--- src/design/xcpf_pkg.sv ---
// Shared types and constants of the packet framer.
// Used by every module of the framer but the payload store; depends on nothing.
`default_nettype none

package xcpf_pkg;

   // Item kinds on the request channel.
   localparam logic [1:0] KIND_HEADER = 2'd0;
   localparam logic [1:0] KIND_IMAGE  = 2'd1;
   localparam logic [1:0] KIND_END    = 2'd2;

   // Trailer marker bytes.
   localparam logic [7:0] MARK_START = 8'hFF;
   localparam logic [7:0] MARK_DATA  = 8'h00;
   localparam logic [7:0] MARK_END   = 8'hCC;

   // Header bytes kept for the start frame.
   localparam logic [2:0] HEADER_MAX = 3'd5;

   // One frame to send: its index byte and its marker byte.
   typedef struct packed {
      logic [7:0] index;
      logic [7:0] marker;
   } xcpf_cmd_type;

endpackage

`default_nettype wire

--- src/design/xcpf_store.sv ---
// Payload store: one write port, one registered read port, and a valid bit per entry.
// Uses nothing from the package; entries never written since the last clear read as zero.
`default_nettype none

module xcpf_store #(
   parameter int PAYLOAD_BYTES = 32,
   localparam int AW = $clog2(PAYLOAD_BYTES)
) (
   input  wire logic          clock,
   input  wire logic          reset,
   input  wire logic          clear,
   input  wire logic          wr_en,
   input  wire logic [AW-1:0] wr_addr,
   input  wire logic [7:0]    wr_data,
   input  wire logic          rd_en,
   input  wire logic [AW-1:0] rd_addr,
   output logic      [7:0]    rd_data
);

   logic [7:0]               mem [PAYLOAD_BYTES];
   logic [PAYLOAD_BYTES-1:0] valid_ff;
   logic [PAYLOAD_BYTES-1:0] valid_in;
   logic [7:0]               rd_data_ff;

   always_comb begin
      valid_in = clear ? '0 : valid_ff;
      if (wr_en) begin
         valid_in[wr_addr] = 1'b1;
      end
   end

   always_ff @(posedge clock) begin
      if (reset) begin
         valid_ff <= '0;
      end else begin
         valid_ff <= valid_in;
      end
   end

   always_ff @(posedge clock) begin
      if (wr_en) begin
         mem[wr_addr] <= wr_data;
      end
   end

   always_ff @(posedge clock) begin
      if (rd_en) begin
         rd_data_ff <= valid_ff[rd_addr] ? mem[rd_addr] : 8'h00;
      end
   end

   assign rd_data = rd_data_ff;

endmodule

`default_nettype wire

--- src/design/xcpf_queue.sv ---
// Two-entry queue of frame commands between the front and the back.
// Depends on xcpf_pkg for the command type.
`default_nettype none

module xcpf_queue
   import xcpf_pkg::*;
(
   input  wire logic         clock,
   input  wire logic         reset,
   input  wire logic         push,
   input  wire xcpf_cmd_type push_cmd,
   input  wire logic         pop,
   output xcpf_cmd_type      head_cmd,
   output logic              empty,
   output logic              full
);

   xcpf_cmd_type entry_ff [2];
   logic         wr_ptr_ff, wr_ptr_in;
   logic         rd_ptr_ff, rd_ptr_in;
   logic [1:0]   count_ff, count_in;

   always_comb begin
      wr_ptr_in = push ? ~wr_ptr_ff : wr_ptr_ff;
      rd_ptr_in = pop ? ~rd_ptr_ff : rd_ptr_ff;
      count_in  = count_ff + 2'(push) - 2'(pop);
   end

   always_ff @(posedge clock) begin
      if (reset) begin
         wr_ptr_ff <= 1'b0;
         rd_ptr_ff <= 1'b0;
         count_ff  <= 2'd0;
      end else begin
         wr_ptr_ff <= wr_ptr_in;
         rd_ptr_ff <= rd_ptr_in;
         count_ff  <= count_in;
      end
   end

   always_ff @(posedge clock) begin
      if (push) begin
         entry_ff[wr_ptr_ff] <= push_cmd;
      end
   end

   assign head_cmd = entry_ff[rd_ptr_ff];
   assign empty    = (count_ff == 2'd0);
   assign full     = (count_ff == 2'd2);

endmodule

`default_nettype wire

--- src/design/xcpf_front.sv ---
// Front end: accepts request items, keeps header, fill and index state, writes the
// payload store and queues frame commands. Depends on xcpf_pkg.
`default_nettype none

module xcpf_front
   import xcpf_pkg::*;
#(
   parameter int PAYLOAD_BYTES = 32,
   localparam int AW = $clog2(PAYLOAD_BYTES),
   localparam int FW = $clog2(PAYLOAD_BYTES + 1)
) (
   input  wire logic          clock,
   input  wire logic          reset,
   input  wire logic          req_valid,
   output logic               req_ready,
   input  wire logic [1:0]    req_kind,
   input  wire logic [7:0]    req_value,
   input  wire logic          q_empty,
   input  wire logic          q_full,
   input  wire logic          back_busy,
   output logic               q_push,
   output xcpf_cmd_type       q_cmd,
   output logic               st_clear,
   output logic               st_wr_en,
   output logic [AW-1:0]      st_wr_addr,
   output logic [7:0]         st_wr_data
);

   logic [2:0]    header_count_ff, header_count_in;
   logic [FW-1:0] fill_count_ff, fill_count_in;
   logic [7:0]    frame_index_ff, frame_index_in;
   logic          data_sent_ff, data_sent_in;
   logic          data_phase_ff, data_phase_in;
   logic          pend_ff, pend_in;
   logic [7:0]    pend_value_ff, pend_value_in;

   logic          store_ok;
   logic          accept;
   logic [FW-1:0] fill_next;
   logic [7:0]    next_index;

   // The store may change only when no frame is waiting for or being read from it.
   assign store_ok   = !pend_ff && q_empty && !back_busy;
   assign fill_next  = fill_count_ff + 1'b1;
   assign next_index = data_sent_ff ? frame_index_ff + 8'd1 : 8'd0;

   always_comb begin
      unique case (req_kind)
         KIND_HEADER: req_ready = (header_count_ff == HEADER_MAX) ? 1'b1 : store_ok;
         KIND_IMAGE:  req_ready = store_ok;
         KIND_END:    req_ready = data_phase_ff ? (!pend_ff && !q_full) : 1'b1;
         default:     req_ready = 1'b1;
      endcase
   end

   assign accept = req_valid && req_ready;

   always_comb begin
      header_count_in = header_count_ff;
      fill_count_in   = fill_count_ff;
      frame_index_in  = frame_index_ff;
      data_sent_in    = data_sent_ff;
      data_phase_in   = data_phase_ff;
      pend_in         = pend_ff;
      pend_value_in   = pend_value_ff;
      q_push          = 1'b0;
      q_cmd           = '{index: 8'd0, marker: MARK_START};
      st_clear        = 1'b0;
      st_wr_en        = 1'b0;
      st_wr_addr      = '0;
      st_wr_data      = req_value;

      // The first image byte goes into the store once the start frame is read out.
      if (pend_ff && q_empty && !back_busy) begin
         st_wr_en   = 1'b1;
         st_wr_addr = '0;
         st_wr_data = pend_value_ff;
         pend_in    = 1'b0;
      end

      if (accept) begin
         unique case (req_kind)
            KIND_HEADER: begin
               if (header_count_ff == 3'd0) begin
                  st_clear      = 1'b1;
                  data_phase_in = 1'b0;
                  fill_count_in = '0;
               end
               if (header_count_ff != HEADER_MAX) begin
                  st_wr_en        = 1'b1;
                  st_wr_addr      = AW'(header_count_ff);
                  header_count_in = header_count_ff + 3'd1;
               end
            end
            KIND_IMAGE: begin
               if (!data_phase_ff) begin
                  st_clear        = (header_count_ff == 3'd0);
                  q_push          = 1'b1;
                  q_cmd           = '{index: 8'd0, marker: MARK_START};
                  data_phase_in   = 1'b1;
                  header_count_in = 3'd0;
                  frame_index_in  = 8'd0;
                  data_sent_in    = 1'b0;
                  fill_count_in   = FW'(1);
                  pend_in         = 1'b1;
                  pend_value_in   = req_value;
               end else begin
                  st_wr_en   = 1'b1;
                  st_wr_addr = fill_count_ff[AW-1:0];
                  if (fill_next == FW'(PAYLOAD_BYTES)) begin
                     q_push         = 1'b1;
                     q_cmd          = '{index: next_index, marker: MARK_DATA};
                     frame_index_in = next_index;
                     data_sent_in   = 1'b1;
                     fill_count_in  = '0;
                  end else begin
                     fill_count_in = fill_next;
                  end
               end
            end
            KIND_END: begin
               header_count_in = 3'd0;
               if (data_phase_ff) begin
                  q_push        = 1'b1;
                  q_cmd         = '{index: frame_index_ff, marker: MARK_END};
                  data_phase_in = 1'b0;
                  fill_count_in = '0;
               end
            end
            default: begin
            end
         endcase
      end
   end

   always_ff @(posedge clock) begin
      if (reset) begin
         header_count_ff <= 3'd0;
         fill_count_ff   <= '0;
         frame_index_ff  <= 8'd0;
         data_sent_ff    <= 1'b0;
         data_phase_ff   <= 1'b0;
         pend_ff         <= 1'b0;
      end else begin
         header_count_ff <= header_count_in;
         fill_count_ff   <= fill_count_in;
         frame_index_ff  <= frame_index_in;
         data_sent_ff    <= data_sent_in;
         data_phase_ff   <= data_phase_in;
         pend_ff         <= pend_in;
      end
   end

   always_ff @(posedge clock) begin
      pend_value_ff <= pend_value_in;
   end

endmodule

`default_nettype wire

--- src/design/xcpf_back.sv ---
// Back end: takes frame commands from the queue, reads the payload store in order and
// sends payload, index, padding, marker and check byte. Depends on xcpf_pkg.
`default_nettype none

module xcpf_back
   import xcpf_pkg::*;
#(
   parameter int PAYLOAD_BYTES = 32,
   parameter int CONTROL_BYTES = 3,
   localparam int FRAME_BYTES = PAYLOAD_BYTES + CONTROL_BYTES,
   localparam int AW = $clog2(PAYLOAD_BYTES),
   localparam int PW = $clog2(FRAME_BYTES)
) (
   input  wire logic          clock,
   input  wire logic          reset,
   input  wire logic          q_empty,
   input  wire xcpf_cmd_type  q_head,
   output logic               q_pop,
   output logic               busy,
   output logic               st_rd_en,
   output logic [AW-1:0]      st_rd_addr,
   input  wire logic [7:0]    st_rd_data,
   output logic               rsp_valid,
   input  wire logic          rsp_ready,
   output logic [7:0]         rsp_out_byte,
   output logic               rsp_frame_last
);

   logic          busy_ff, busy_in;
   logic [PW-1:0] pos_ff, pos_in;
   xcpf_cmd_type  cur_ff, cur_in;
   logic          s1_valid_ff, s1_valid_in;
   logic [PW-1:0] s1_pos_ff, s1_pos_in;
   logic [7:0]    xor_ff, xor_in;
   logic          advance;
   logic          s1_last;

   // Stage one holds the byte on the response port; it moves when empty or taken.
   assign advance = !s1_valid_ff || rsp_ready;
   assign q_pop   = !busy_ff && !q_empty;
   assign busy    = busy_ff;
   assign s1_last = (s1_pos_ff == PW'(FRAME_BYTES - 1));

   always_comb begin
      busy_in     = busy_ff;
      pos_in      = pos_ff;
      cur_in      = cur_ff;
      s1_valid_in = s1_valid_ff;
      s1_pos_in   = s1_pos_ff;
      st_rd_en    = 1'b0;
      st_rd_addr  = pos_ff[AW-1:0];

      if (q_pop) begin
         busy_in = 1'b1;
         pos_in  = '0;
         cur_in  = q_head;
      end

      if (advance) begin
         s1_valid_in = busy_ff;
         if (busy_ff) begin
            s1_pos_in = pos_ff;
            st_rd_en  = (pos_ff < PW'(PAYLOAD_BYTES));
            if (pos_ff == PW'(FRAME_BYTES - 1)) begin
               busy_in = 1'b0;
            end else begin
               pos_in = pos_ff + 1'b1;
            end
         end
      end
   end

   always_comb begin
      if (s1_pos_ff < PW'(PAYLOAD_BYTES)) begin
         rsp_out_byte = st_rd_data;
      end else if (s1_pos_ff == PW'(PAYLOAD_BYTES)) begin
         rsp_out_byte = cur_ff.index;
      end else if (s1_pos_ff == PW'(FRAME_BYTES - 2)) begin
         rsp_out_byte = cur_ff.marker;
      end else if (s1_last) begin
         rsp_out_byte = xor_ff;
      end else begin
         rsp_out_byte = 8'h00;
      end
   end

   assign rsp_valid      = s1_valid_ff;
   assign rsp_frame_last = s1_last;

   // The check byte accumulates over sent bytes and restarts after each frame.
   always_comb begin
      xor_in = xor_ff;
      if (s1_valid_ff && rsp_ready) begin
         xor_in = s1_last ? 8'h00 : (xor_ff ^ rsp_out_byte);
      end
   end

   always_ff @(posedge clock) begin
      if (reset) begin
         busy_ff     <= 1'b0;
         pos_ff      <= '0;
         s1_valid_ff <= 1'b0;
         s1_pos_ff   <= '0;
         xor_ff      <= 8'h00;
      end else begin
         busy_ff     <= busy_in;
         pos_ff      <= pos_in;
         s1_valid_ff <= s1_valid_in;
         s1_pos_ff   <= s1_pos_in;
         xor_ff      <= xor_in;
      end
   end

   always_ff @(posedge clock) begin
      cur_ff <= cur_in;
   end

endmodule

`default_nettype wire

--- src/design/xor_checked_packet_framer.sv ---
// Packet framer top level: front end, command queue, payload store and back end.
// A frame's PAYLOAD_BYTES + CONTROL_BYTES bytes leave at one per cycle while rsp_ready is high.
// Items that touch the payload store are stalled while a frame waits for or is read out of it; an
// end item that closes an image waits for room in the queue, and other items are taken one per
// cycle. Synchronous reset clears all control state; store entries read as zero until written,
// through per-entry valid bits, so no clearing pass is needed.
`default_nettype none

module xor_checked_packet_framer
   import xcpf_pkg::*;
#(
   parameter int PAYLOAD_BYTES = 32,
   parameter int CONTROL_BYTES = 3
) (
   input  wire logic       clock,
   input  wire logic       reset,
   input  wire logic       req_valid,
   output logic            req_ready,
   input  wire logic [1:0] req_kind,
   input  wire logic [7:0] req_value,
   output logic            rsp_valid,
   input  wire logic       rsp_ready,
   output logic [7:0]      rsp_out_byte,
   output logic            rsp_frame_last
);

   localparam int AW = $clog2(PAYLOAD_BYTES);

   logic         q_push, q_pop, q_empty, q_full, back_busy;
   xcpf_cmd_type q_cmd, q_head;
   logic         st_clear, st_wr_en, st_rd_en;
   logic [AW-1:0] st_wr_addr, st_rd_addr;
   logic [7:0]   st_wr_data, st_rd_data;

   xcpf_front #(.PAYLOAD_BYTES(PAYLOAD_BYTES)) u_front (
      .clock      (clock),
      .reset      (reset),
      .req_valid  (req_valid),
      .req_ready  (req_ready),
      .req_kind   (req_kind),
      .req_value  (req_value),
      .q_empty    (q_empty),
      .q_full     (q_full),
      .back_busy  (back_busy),
      .q_push     (q_push),
      .q_cmd      (q_cmd),
      .st_clear   (st_clear),
      .st_wr_en   (st_wr_en),
      .st_wr_addr (st_wr_addr),
      .st_wr_data (st_wr_data)
   );

   xcpf_queue u_queue (
      .clock    (clock),
      .reset    (reset),
      .push     (q_push),
      .push_cmd (q_cmd),
      .pop      (q_pop),
      .head_cmd (q_head),
      .empty    (q_empty),
      .full     (q_full)
   );

   xcpf_store #(.PAYLOAD_BYTES(PAYLOAD_BYTES)) u_store (
      .clock   (clock),
      .reset   (reset),
      .clear   (st_clear),
      .wr_en   (st_wr_en),
      .wr_addr (st_wr_addr),
      .wr_data (st_wr_data),
      .rd_en   (st_rd_en),
      .rd_addr (st_rd_addr),
      .rd_data (st_rd_data)
   );

   xcpf_back #(
      .PAYLOAD_BYTES (PAYLOAD_BYTES),
      .CONTROL_BYTES (CONTROL_BYTES)
   ) u_back (
      .clock          (clock),
      .reset          (reset),
      .q_empty        (q_empty),
      .q_head         (q_head),
      .q_pop          (q_pop),
      .busy           (back_busy),
      .st_rd_en       (st_rd_en),
      .st_rd_addr     (st_rd_addr),
      .st_rd_data     (st_rd_data),
      .rsp_valid      (rsp_valid),
      .rsp_ready      (rsp_ready),
      .rsp_out_byte   (rsp_out_byte),
      .rsp_frame_last (rsp_frame_last)
   );

endmodule

`default_nettype wire

--- config.mk ---
export PLATFORM = sky130hd
export DESIGN_NAME = xor_checked_packet_framer
export DESIGN_NICKNAME = d
export VERILOG_FILES = /design/src/design/xcpf_pkg.sv /design/src/design/xcpf_store.sv /design/src/design/xcpf_queue.sv /design/src/design/xcpf_front.sv /design/src/design/xcpf_back.sv /design/src/design/xor_checked_packet_framer.sv
export SDC_FILE = /design/constraint.sdc
export NUM_CORES = 1
export LEC_CHECK = 0
export BUFFER_PORTS_ARGS = -buffer_cell sky130_fd_sc_hd__buf_2
export CORE_UTILIZATION = 50
export CTS_BUF_LIST = sky130_fd_sc_hd__clkbuf_8
export DETAILED_ROUTE_END_ITERATION = 7
export GPL_ROUTABILITY_DRIVEN = 0
export PLACE_DENSITY = 0.72
export SYNTH_ARGS = -nofsm -noshare
export SYNTH_HDL_FRONTEND = slang
export SYNTH_SLANG_ARGS = --single-unit
--- constraint.sdc ---
create_clock -name clock -period 6.5 [get_ports clock]
set_input_delay 0.325 -clock clock [delete_from_list [all_inputs] [get_ports clock]]
set_output_delay 0.325 -clock clock [all_outputs]
set_load 0.005 [all_outputs]
==> results.yml <==
placed_design:
  numPortBuffers: 24
  dp_hpwl_um: 21300
  pre_cts_slack_ns: 2.96
clocking:
  clk_pin_slew_ns: 0.06
  cts_root_buf: "clkbuf_8"
  cts_tree: "built"
  clk_latency_ns: 0.62
  cts_sinks: 380
  cts_setup_buffers: 0
  cts_buffer_depth: 3
  cts_buffers: 60
  h-tree-depth: 2
yosys:
  postSynthCellCount: 1053
  syn_avg_cell_area_um2: 15.2
  synth-edff-count: 302
  syn_area_um2: 16000
  synthesis.nets: 1081
  yosysWarningCount: 0
  synth-seq-cells: 380
  ys_seq_area_frac: 0.665
  yosysUniqueCellTypes: 63
  synthArstFlopShare: 0
  synthFlopType: "edfxtp_1"
power_and_ir_drop:
  peakVddDrop_v: 0.000198
  power_density_nw_per_um2: 315
  p_leak_nw: 5.74
worst_setup_path:
  crit_slowest_cell: "dfxtp_4"
  r2r-end: "u_store.rd_data[5]"
  critPathLaunchType: "register"
  r2r_start: "u_back.pos_ff[0]"
  reg2reg_slack_ns: 3.22
  crit_top_cell: "mux4_2"
  cp.depth: 5
  worstSetupPathType: "register to register"
  crit_start: "u_back.pos_ff[0]"
  critPathBufInv: 1
  critPathMaxStageDelay_ns: 0.94
  cp_top_family: "multiplexers"
  cp_cell_sequence: "buf_4 -> mux4_2 -> mux4_2 -> mux2i_1 -> nor2_1"
  cp.arrival_ns: 3.60
  r2r_cells: 5
  cp-end-kind: "register"
  cp.required_ns: 6.82
  endpoint: "u_store.rd_data[5]"
  crit_path_max_fanout: 48
floorplanning:
  core.rowCount: 65
  num_io_pins: 25
  coreArea_um2: 31500
  die-width_um: 181
  die_h_um: 181
  die_area_um2: 32700
  start_util: 0.508
routing:
  routedWlPerCell_um: 21.7
  routed-via-count: 9024
  vias_per_cell: 5.87
  drt_iter0_markers: 804
  drt-total-wl_um: 33400
  first_pass_iters: 5
  drc: 0
  ant_nets: 0
sta:
  fin_crit_ns: 3.28
  clock_skew_ns: 0.0361
  clock.fmax_mhz: 305
  period_share: 0.504
  fin_tns_setup_ns: 0
  finalSetupViolations: 0
  rsz0062_at_grt: "false"
  relSlewSlack: 0.173
  setup_slack_ns: 3.22
  worst_slew_pin_slew_ns: 1.24
  hold_violations: 0
  maxSlewViolCount: 0
finish:
  n_antenna_cell: 0
  layout.nets: 1123
  drive_gt1_frac: 0.202
  final_cell_mix: "edfxtp_1, nor2_1, mux4_2, dfxtp_1, inv_1"
  areaGrowthSynthToFinish_pct: 9.78
  final_common_cell: "edfxtp_1"
run:
  cap_violations: 0
status:
  status: "finished, final reports clean"
grt:
  grt-ovfl-total: 0
  grt_pass1_vias: 8946
  grt.total_usage: 0.210
  antenna_found_initial: 0
  grt_pass1_wl_um: 52000
  grt_max_degree: 79
worst_hold_path:
  holdCritPathClass: "input port to register"
  whs_path_depth: 4
-- cell type report --
class                      instances  area [µm²]
fill                            2409       13900
sequential                       380       10600
multi-input combinational        567        4920
clock buffer                      60         826
tap                              402         503
clock inverter                    43         243
timing repair buffer              36         230
inverter                          50         188
-- metal layers --
| metal | GRT usage | vias up | wire length [µm] |
|---|---|---|---|
| met1 | 0.297 | 4540 | 14600 |
| met4 | 0.0742 | 0 | 862 |
| li1 | - | 4131 | - |
| met2 | 0.330 | 296 | 16100 |
| met5 | 0 | - | 0 |
| met3 | 0.0351 | 57 | 1870 |
-- flip-flops by register name, indices dropped and copies added, names as in the netlist, 6 cells and up --
| register | cells |
|---|---|
| u_back.xor_ff | 8 |
| u_back.cur_ff | 10 |
| u_front.fill_count_ff | 6 |
| u_front.pend_value_ff | 8 |
| u_store.rd_data | 8 |
| u_store.valid_ff | 32 |
| u_back.s1_pos_ff | 6 |
| u_store.mem | 256 |
| u_queue.entry_ff | 20 |
| u_front.frame_index_ff | 8 |
| u_back.pos_ff | 6 |
-- worst min path at each step --
stage / to / startpoint / slack (ns)
finish: u_back.rsp_valid / rsp_ready / 0.07
global route: u_back.rsp_valid / rsp_ready / 0.05
CTS: u_back.rsp_valid / rsp_ready / 0.03
detailed placement: u_store.valid_ff[26] / u_store.valid_ff[26] / 0.45
global placement: u_store.valid_ff[19] / u_store.valid_ff[19] / 0.44
floorplan: u_store.valid_ff[25] / u_store.valid_ff[25] / 0.42
-- worst reg2reg max path, stage by stage, from the launching register on --
cell	delay [ns]
dfxtp_4	0.94
buf_4	0.68
mux4_2	0.65
mux4_2	0.52
mux2i_1	0.15
nor2_1	0.05
-- metrics by stage --
stage | power (W) | instance area [µm²] | util | hold slack (ns) | std cells
6_report | 0.00553 | 17500 | 0.557 | 0.0674 | 1538
4_1_cts | 0.00558 | 17500 | 0.557 | 0.0263 | 1538
3_5_place_dp | 0.00376 | 16400 | 0.521 | 0.447 | 1427
3_3_place_gp | 0.00374 | 16400 | 0.521 | 0.439 | 1427
5_1_grt | 0.00575 | 17500 | 0.557 | 0.0538 | 1538
2_1_floorplan | 0.00352 | 16000 | - | 0.422 | 1053
-- report_power, final --
part	total, W	switching [W]	internal (W)
combinational	0.000812	0.000410	0.000402
clock	0.00183	0.000894	0.000936
sequential	0.00289	0.000154	0.00273
total	0.00553	0.00146	0.00407
-- synthesized netlist by cell type (9+ instances only) --
cell | number | area share
nor2_1 | 94 | 0.022
nand4_1 | 11 | 0.0043
mux2i_1 | 18 | 0.011
nand2_1 | 66 | 0.016
mux4_2 | 90 | 0.13
dfxtp_1 | 78 | 0.098
mux2_2 | 19 | 0.013
o21ai_0 | 31 | 0.0097
buf_2 | 16 | 0.0050
a21oi_1 | 55 | 0.017
edfxtp_1 | 302 | 0.57
inv_1 | 49 | 0.012
nand3_1 | 21 | 0.0066
clkbuf_1 | 30 | 0.0070
a22o_1 | 13 | 0.0071
or4_1 | 9 | 0.0042
nor3_1 | 10 | 0.0031
ha_1 | 14 | 0.011
or3_1 | 13 | 0.0051
-- kinds of logic after synthesis --
family	count (synthesis)	synth area share
xor gates and xnor gates	10	0.00548
adders and majority gates	14	0.0110
and+or+nand+nor	270	0.0809
AOI/OAI and AO/OA	145	0.0581
muxes	128	0.152
DFF	380	0.665
buffers and inverters	106	0.0272
-- what timing repair did --
action / 4_1_cts / 5_1_grt
hold buffers: 8 / 0
endpoints found under the hold margin: 8 / 0
resized for setup: 0 / 0
setup endpoints to repair: 0 / 0
Note: power is estimated with default switching activity, not from simulation.
